==> src/rtl/bpadb_pkg.sv <==
// Shared constants, codes and word types for the bin power averager.
package bpadb_pkg;

   // Bin store geometry
   localparam int BINS  = 64;
   localparam int BIN_W = 6;

   // Field and register widths
   localparam int CNT_W     = 7;
   localparam int TGT_W     = 17;
   localparam int CSR_W     = 17;
   localparam int CSR_IDX_W = 1;
   localparam int POW_W     = 32;
   localparam int FREQ_W    = 40;
   localparam int SUM_W     = 48;
   localparam int DB_W      = 16;

   // Register reset values
   localparam logic [CNT_W-1:0] BIN_COUNT_RST    = 7'd64;
   localparam logic [TGT_W-1:0] BLOCK_TARGET_RST = 17'd1;

   // Saturation level of a bin sum
   localparam logic [SUM_W-1:0] SUM_MAX = '1;

   // Log and dB arithmetic
   localparam int MANT_W   = 31;     // Q1.30 mantissa
   localparam int FRAC_W   = 16;     // fraction bits of log2
   localparam int SE_W     = 6;      // exponent of a bin sum
   localparam int DE_W     = 5;      // exponent of the block count
   localparam int LOG_OFS  = 24;     // fraction bits of the Q8.24 input
   localparam int D_W      = 24;     // signed log difference
   localparam int ABS_W    = D_W - 1;
   localparam int C_W      = 18;
   localparam int MAG_W    = ABS_W + C_W;
   localparam int DB_SHIFT = 24;     // Q16 x Q16 down to Q8
   localparam logic [C_W-1:0]  DB_C    = 18'd197283;  // 10*log10(2) in Q16
   localparam logic [DB_W-2:0] DB_MAX  = 15'h7FFF;
   localparam logic [DB_W-1:0] DB_ZERO = 16'h8000;

   // Input function codes
   typedef enum logic {
      FUNC_SAMPLE = 1'b0,
      FUNC_BEGIN  = 1'b1
   } func_type;

   // Result kind codes
   typedef enum logic {
      KIND_BIN   = 1'b0,
      KIND_BEGIN = 1'b1
   } kind_type;

   // Register indexes
   typedef enum logic [CSR_IDX_W-1:0] {
      CSR_BIN_COUNT    = 1'b0,
      CSR_BLOCK_TARGET = 1'b1
   } csr_type;

   // Fields that ride with a result through the dB pipeline
   typedef struct packed {
      kind_type           kind;
      logic [BIN_W-1:0]   bin;
      logic               accepted;
      logic               zero;
   } meta_type;

   // Word handed from the accumulator to the dB pipeline
   typedef struct packed {
      meta_type           meta;
      logic [SUM_W-1:0]   sum;
      logic [TGT_W-1:0]   div;
   } job_type;

endpackage

==> src/rtl/bpadb_acc.sv <==
// Bin sum store with read-modify-write, block counting and begin handling.
module bpadb_acc (
   input  logic                              clock,
   input  logic                              reset,
   input  logic                              csr_write_en,
   input  logic [bpadb_pkg::CSR_IDX_W-1:0]   csr_index,
   input  logic [bpadb_pkg::CSR_W-1:0]       csr_write_data,
   input  logic                              req_valid,
   output logic                              req_ready,
   input  logic                              req_func,
   input  logic [bpadb_pkg::BIN_W-1:0]       req_bin_index,
   input  logic [bpadb_pkg::POW_W-1:0]       req_linear_power,
   input  logic [bpadb_pkg::FREQ_W-1:0]      req_frequency,
   output logic                              job_valid,
   input  logic                              job_ready,
   output bpadb_pkg::job_type                job
);
   import bpadb_pkg::*;

   logic [CNT_W-1:0]  bin_count_ff, bin_count_in;
   logic [TGT_W-1:0]  block_target_ff, block_target_in;
   logic [TGT_W-1:0]  blocks_done_ff, blocks_done_in;
   logic [FREQ_W-1:0] cur_freq_ff, cur_freq_in;
   logic [BINS-1:0]   vld_ff, vld_in;

   logic              s1_v_ff, s1_v_in;
   logic              s1_func_ff;
   logic [BIN_W-1:0]  s1_bin_ff;
   logic [POW_W-1:0]  s1_power_ff;
   logic [FREQ_W-1:0] s1_freq_ff;
   logic [SUM_W-1:0]  rd_ff;
   logic              hit_ff, hit_in;
   logic [SUM_W-1:0]  fwd_ff, fwd_in;

   logic [SUM_W-1:0]  sum_mem [BINS];

   logic [CNT_W-1:0]  eff;
   logic              in_range, last_bin, is_begin, is_sample, begin_ok;
   logic              final_blk, produce, s1_adv, fire, accept, mem_we;
   logic [SUM_W-1:0]  old_sum, sum_sat, mem_wdata;
   logic [SUM_W:0]    sum_wide;
   logic [TGT_W:0]    done_inc;

   // Decode configuration writes
   always_comb begin
      bin_count_in    = bin_count_ff;
      block_target_in = block_target_ff;
      if (csr_write_en) begin
         case (csr_index)
            CSR_BIN_COUNT:    bin_count_in    = csr_write_data[CNT_W-1:0];
            CSR_BLOCK_TARGET: block_target_in = csr_write_data[TGT_W-1:0];
            default: ;
         endcase
      end
   end

   // Evaluate the word held after the store read
   always_comb begin
      eff       = (bin_count_ff > CNT_W'(BINS)) ? CNT_W'(BINS) : bin_count_ff;
      in_range  = (eff != '0) && (block_target_ff != '0) && (CNT_W'(s1_bin_ff) < eff);
      last_bin  = CNT_W'(s1_bin_ff) == (eff - CNT_W'(1));
      is_begin  = s1_func_ff == FUNC_BEGIN;
      is_sample = !is_begin && in_range;
      begin_ok  = !((blocks_done_ff != '0) && (cur_freq_ff == s1_freq_ff));

      // take the newest value of the bin: forwarded, stored, or cleared
      old_sum   = hit_ff ? fwd_ff : (vld_ff[s1_bin_ff] ? rd_ff : '0);
      sum_wide  = {1'b0, old_sum} + (SUM_W+1)'(s1_power_ff);
      sum_sat   = sum_wide[SUM_W] ? SUM_MAX : sum_wide[SUM_W-1:0];

      done_inc  = {1'b0, blocks_done_ff} + (TGT_W+1)'(1);
      final_blk = done_inc >= {1'b0, block_target_ff};

      produce   = is_begin || (is_sample && final_blk);
      job_valid = s1_v_ff && produce;
      s1_adv    = !s1_v_ff || !produce || job_ready;
      fire      = s1_v_ff && s1_adv;
      accept    = req_valid && s1_adv;
      req_ready = s1_adv;

      mem_we    = fire && is_sample;
      mem_wdata = final_blk ? '0 : sum_sat;
   end

   // Build the outgoing word
   always_comb begin
      job.meta.kind     = is_begin ? KIND_BEGIN : KIND_BIN;
      job.meta.bin      = is_begin ? '0 : s1_bin_ff;
      job.meta.accepted = is_begin && begin_ok;
      job.meta.zero     = sum_sat == '0;
      job.sum           = sum_sat;
      job.div           = done_inc[TGT_W-1:0];
   end

   // Advance block count, frequency and store valid bits
   always_comb begin
      blocks_done_in = blocks_done_ff;
      cur_freq_in    = cur_freq_ff;
      vld_in         = vld_ff;
      if (fire) begin
         if (is_begin) begin
            if (begin_ok) begin
               blocks_done_in = '0;
               cur_freq_in    = s1_freq_ff;
               vld_in         = '0;
            end
         end else if (in_range) begin
            vld_in[s1_bin_ff] = 1'b1;
            if (last_bin) begin
               blocks_done_in = final_blk ? '0 : done_inc[TGT_W-1:0];
            end
         end
      end
   end

   // Forward a write that the next word's read misses
   always_comb begin
      s1_v_in = s1_adv ? req_valid : s1_v_ff;
      hit_in  = mem_we && (s1_bin_ff == req_bin_index);
      fwd_in  = mem_wdata;
   end

   // Control registers
   always_ff @(posedge clock) begin
      if (reset) begin
         bin_count_ff    <= BIN_COUNT_RST;
         block_target_ff <= BLOCK_TARGET_RST;
         blocks_done_ff  <= '0;
         cur_freq_ff     <= '0;
         vld_ff          <= '0;
         s1_v_ff         <= 1'b0;
      end else begin
         bin_count_ff    <= bin_count_in;
         block_target_ff <= block_target_in;
         blocks_done_ff  <= blocks_done_in;
         cur_freq_ff     <= cur_freq_in;
         vld_ff          <= vld_in;
         s1_v_ff         <= s1_v_in;
      end
   end

   // Capture the accepted word and its forwarding info
   always_ff @(posedge clock) begin
      if (accept) begin
         s1_func_ff  <= req_func;
         s1_bin_ff   <= req_bin_index;
         s1_power_ff <= req_linear_power;
         s1_freq_ff  <= req_frequency;
         hit_ff      <= hit_in;
         fwd_ff      <= fwd_in;
      end
   end

   // Sum store: write back behind, read ahead
   always_ff @(posedge clock) begin
      if (mem_we) begin
         sum_mem[s1_bin_ff] <= mem_wdata;
      end
      if (accept) begin
         rd_ff <= sum_mem[req_bin_index];
      end
   end

endmodule

==> config.mk <==
export PLATFORM = sky130hd
export DESIGN_NAME = bpadb_acc
export DESIGN_NICKNAME = d
export VERILOG_FILES = /design/src/rtl/bpadb_pkg.sv /design/src/rtl/bpadb_acc.sv
export SDC_FILE = /design/constraint.sdc
export NUM_CORES = 2
export LEC_CHECK = 0
export BUFFER_PORTS_ARGS = -buffer_cell sky130_fd_sc_hd__clkbuf_2
export CAP_MARGIN = 20
export CORE_ASPECT_RATIO = 1.25
export CORE_UTILIZATION = 25
export CTS_CLUSTER_DIAMETER = 50
export DETAILED_ROUTE_END_ITERATION = 10
export GPL_TIMING_DRIVEN = 0
export PLACE_DENSITY = 0.5
export SLEW_MARGIN = 20
export SYNTH_ARGS = -nofsm -noshare
export SYNTH_HDL_FRONTEND = slang
export SYNTH_SLANG_ARGS = --single-unit
export TNS_END_PERCENT = 20
==> constraint.sdc <==
create_clock -name clock -period 14.2 [get_ports clock]
set_clock_uncertainty 0.15 [all_clocks]
set_input_delay 4.26 -clock clock [delete_from_list [all_inputs] [get_ports clock]]
set_output_delay 4.26 -clock clock [all_outputs]
set_load 0.01 [all_outputs]
==> flow_metrics.py <==
metrics = {
    "die": {
        "fp.dieH_um": 816.0,
        "coreArea_um2": 527200,
        "fp-row-count": 298,
        "start_util_pct": 25.13,
        "die_area_um2": 533000,
        "io_pins": 178,
        "die_w_um": 653.2,
    },
    "pwr": {
        "power.leakage_nw": 51.12,
        "power.total_w": 0.02316,
        "p_per_area_nw_per_um2": 143.3,
        "ir_drop_mv": 0.1298,
    },
    "logic_synthesis": {
        "netlist_instances": 6059,
        "synth.top_cell.area_share_pct": 73.61,
        "syn_area_um2": 132500,
        "syn-num-nets": 6220,
        "synth_ff_type": "edfxtp_1",
        "synth_area_leader_cell": "edfxtp_1",
        "yosysWarnings": 0,
        "seq_area_frac_synth_pct": 75.81,
        "ys_ff_latch": 3394,
        "synth_edf_count": 3248,
        "async_reset_ff_share_pct": 0,
        "synth.distinct_cells": 78,
        "synth.avg_cell_area_um2": 21.87,
        "synth.area.top_cells": "edfxtp_1 (74%), mux4_2 (17%), dfxtp_1 (2.2%), nand2_1 (0.71%), clkbuf_1 (0.63%)",
    },
    "detailed_routing": {
        "drt_pre_antenna_iters": 8,
        "viasPerCell": 4.643,
        "drc": 0,
        "final_antenna_net_count": 1,
        "num_vias": 66720,
        "drtIter0Drc": 6502,
        "detail_route.wl_per_cell_um": 27.87,
        "wl_um": 400400,
    },
    "placed_design": {
        "place_inst": 13720,
        "pre_cts_ws_ns": 1.290,
        "place.gp.congestion": 0.8607,
        "io_buffers": 177,
        "dp_hpwl_um": 298900,
    },
    "setup_path": {
        "r2r_setup_slack_ns": 5.04,
        "worst-path-buf-inv": 8,
        "critPathMaxFanout": 10,
        "r2r_end": "sum_mem[46][21]$_DFFE_PP_",
        "cp.required_ns": 9.79,
        "max_stage_delay_ns": 0.70,
        "endpoint_kind": "primary output",
        "worst_path_max_delay_cell": "buf_1",
        "cp-startpoint": "s1_bin_ff[1]$_DFFE_PP_",
        "r2r_start": "s1_bin_ff[1]$_DFFE_PP_",
        "critical_path_class": "flop to primary output",
        "start_kind": "flop",
        "crit_family": "buffers and inverters",
        "crit_arrival_ns": 9.21,
        "r2r_cells": 28,
    },
    "timing": {
        "worst_pin_slew_ns": 1.158,
        "setup_viol": 0,
        "finalHoldViolCount": 0,
        "finalMaxSlewViolations": 0,
        "tns_ns": 0,
        "maxSlewHeadroom_pct": 22.77,
        "grt_setup_unrepaired": "no",
        "timing.hold.ws_ns": 0.3116,
        "fin_crit_ns": 13.62,
        "fin_ws_ns": 0.5830,
        "fmax_ghz": 0.07344,
        "period_share_pct": 95.89,
    },
    "global_route": {
        "grt_pass1_wl_um": 552400,
        "grt_pass1_vias": 69940,
        "antenna_found_initial": 37,
        "grt_max_degree": 39,
        "overflow": 0,
        "grt.total_usage_pct": 14.65,
    },
    "clock_network": {
        "cts_max_path_buffers": 4,
        "clk_pin_slew_worst_paths_ns": 0.06,
        "h-tree-depth": 5,
        "cts_buffers": 343,
        "cts_hold_buf": 0,
        "cts_root_buffer": "clkbuf_16",
        "clock-sinks": 3394,
        "clk_latency_ns": 0.94,
        "cts_tree": "yes",
    },
    "hold_path": {
        "whs_endpoint": "vld_ff[28]$_SDFFE_PP0P_",
        "hold_depth": 2,
        "min_from": "vld_ff[28]$_SDFFE_PP0P_",
        "hold_path_class": "flop to flop",
    },
    "cells_and_area": {
        "final_cell_mix": "edfxtp_1 (3248), mux4_2 (1008), clkbuf_16 (352), clkbuf_2 (255), nand2_1 (251)",
        "drive_gt1_share_pct": 32.56,
        "fin_nets": 7186,
        "final_common_cell": "edfxtp_1",
        "area_growth_pct": 21.96,
        "final_cells": 14370,
    },
    "run": {
        "cap_violations": 0,
    },
    "status": {
        "violations": "antenna violations",
        "outcome": "finished with violations",
    },
}
final cells by class:
| cell class | count | area [um^2] |
|---|---|---|
| antenna | 19 | 47.55 |
| multi-input combinational | 2301 | 31580 |
| clock inverter | 196 | 1773 |
| tap | 7050 | 8821 |
| timing repair buffer | 621 | 8207 |
| fill | 50700 | 365600 |
| clock buffer | 425 | 9134 |
| inverter | 45 | 168.9 |
| sequential | 3394 | 100500 |
| buffer | 319 | 1415 |
report_power, final:
part | switching [W] | internal [W] | total (W)
sequential | 0.0000424 | 0.0117 | 0.0117
combinational | 0.00166 | 0.000873 | 0.00253
clock | 0.00392 | 0.00499 | 0.00892
worst reg2reg max path, delay by kind of cell (launching register included):
kind / cells / cell delay [ns]
buffers and inverters: 10 / 3.53
AO/OA/AOI/OAI: 8 / 2.31
AND/OR/NAND/NOR: 8 / 1.94
adder cells (fa/ha/maj): 2 / 0.48
flip-flops: 1 / 0.47
state kept, by name, summed over array words and instances (netlist names):
register	count
bin_count_ff	7
s1_power_ff	32
cur_freq_ff	40
s1_freq_ff	40
blocks_done_ff	17
vld_ff	64
fwd_ff	48
block_target_ff	17
sum_mem	3072
hit_ff	1
rd_ff	48
s1_bin_ff	6
is_begin	1
s1_v_ff	1
worst max path at each step:
stage | endpoint | slack (ns) | depth (start not counted)
after floorplan | fwd_ff[0]$_DFFE_PP_ | 1.21 | 2
after global placement | s1_power_ff[22]$_DFFE_PP_ | -3.64 | 3
after detailed placement | job[20] | 1.29 | 26
after CTS | job[20] | 0.24 | 26
after global routing | job[20] | 0.33 | 26
final | job[20] | 0.58 | 26
routing by layer:
layer | track usage [%] | up-vias | share of wire [%]
li1 | - | 27480 | -
met1 | 16.65 | 36550 | 36
met2 | 28.03 | 2174 | 55
met3 | 2.327 | 520 | 5.7
met4 | 4.028 | 0 | 2.8
met5 | 0.01792 | - | 0
metrics by stage:
stage | util, % | cell area [um^2]
after CTS | 30.62 | 161400
after floorplan | - | 132500
after detailed placement | 28.55 | 150500
final | 30.65 | 161600
after global routing | 30.64 | 161600
after global placement | 26.97 | 142200
repair_timing:
item	4_1_cts	5_1_grt
setup buffers	0	2
gates resized for setup	0	1
endpoints found under the setup margin	0	2
hold endpoints to repair	0	0
synthesized netlist by cell type, drive strengths merged, types with 13 or more instances:
cell,instances
edfxtp,3248
mux4,1010
nand2,252
clkbuf,221
nor2,201
dfxtp,146
a21oi,142
buf,98
xnor2,81
mux2i,74
o21ai,61
ha,58
inv,44
nor3,43
a31oi,36
nand3,32
nand4,32
xor2,30
nor2b,26
and3,17
a21o,16
nor4,16
nand2b,15
a22oi,14
o21a,14
and2,13
logic make-up (layout without fill, tap and decap cells):
logic type / count (synthesis) / in the layout / share of synthesized area, %
multiplexers: 1090 / 1090 / 17.78
AO/OA/AOI/OAI: 361 / 361 / 1.686
XOR/XNOR: 111 / 111 / 0.7337
flip-flops: 3394 / 3394 / 75.81
adder cells (fa/ha/maj): 59 / 59 / 0.5628
buffers and inverters: 364 / 1606 / 1.091
AND/OR/NAND/NOR: 680 / 680 / 2.332
other: 0 / 19 / 0
(Power assumes the default switching activity.)
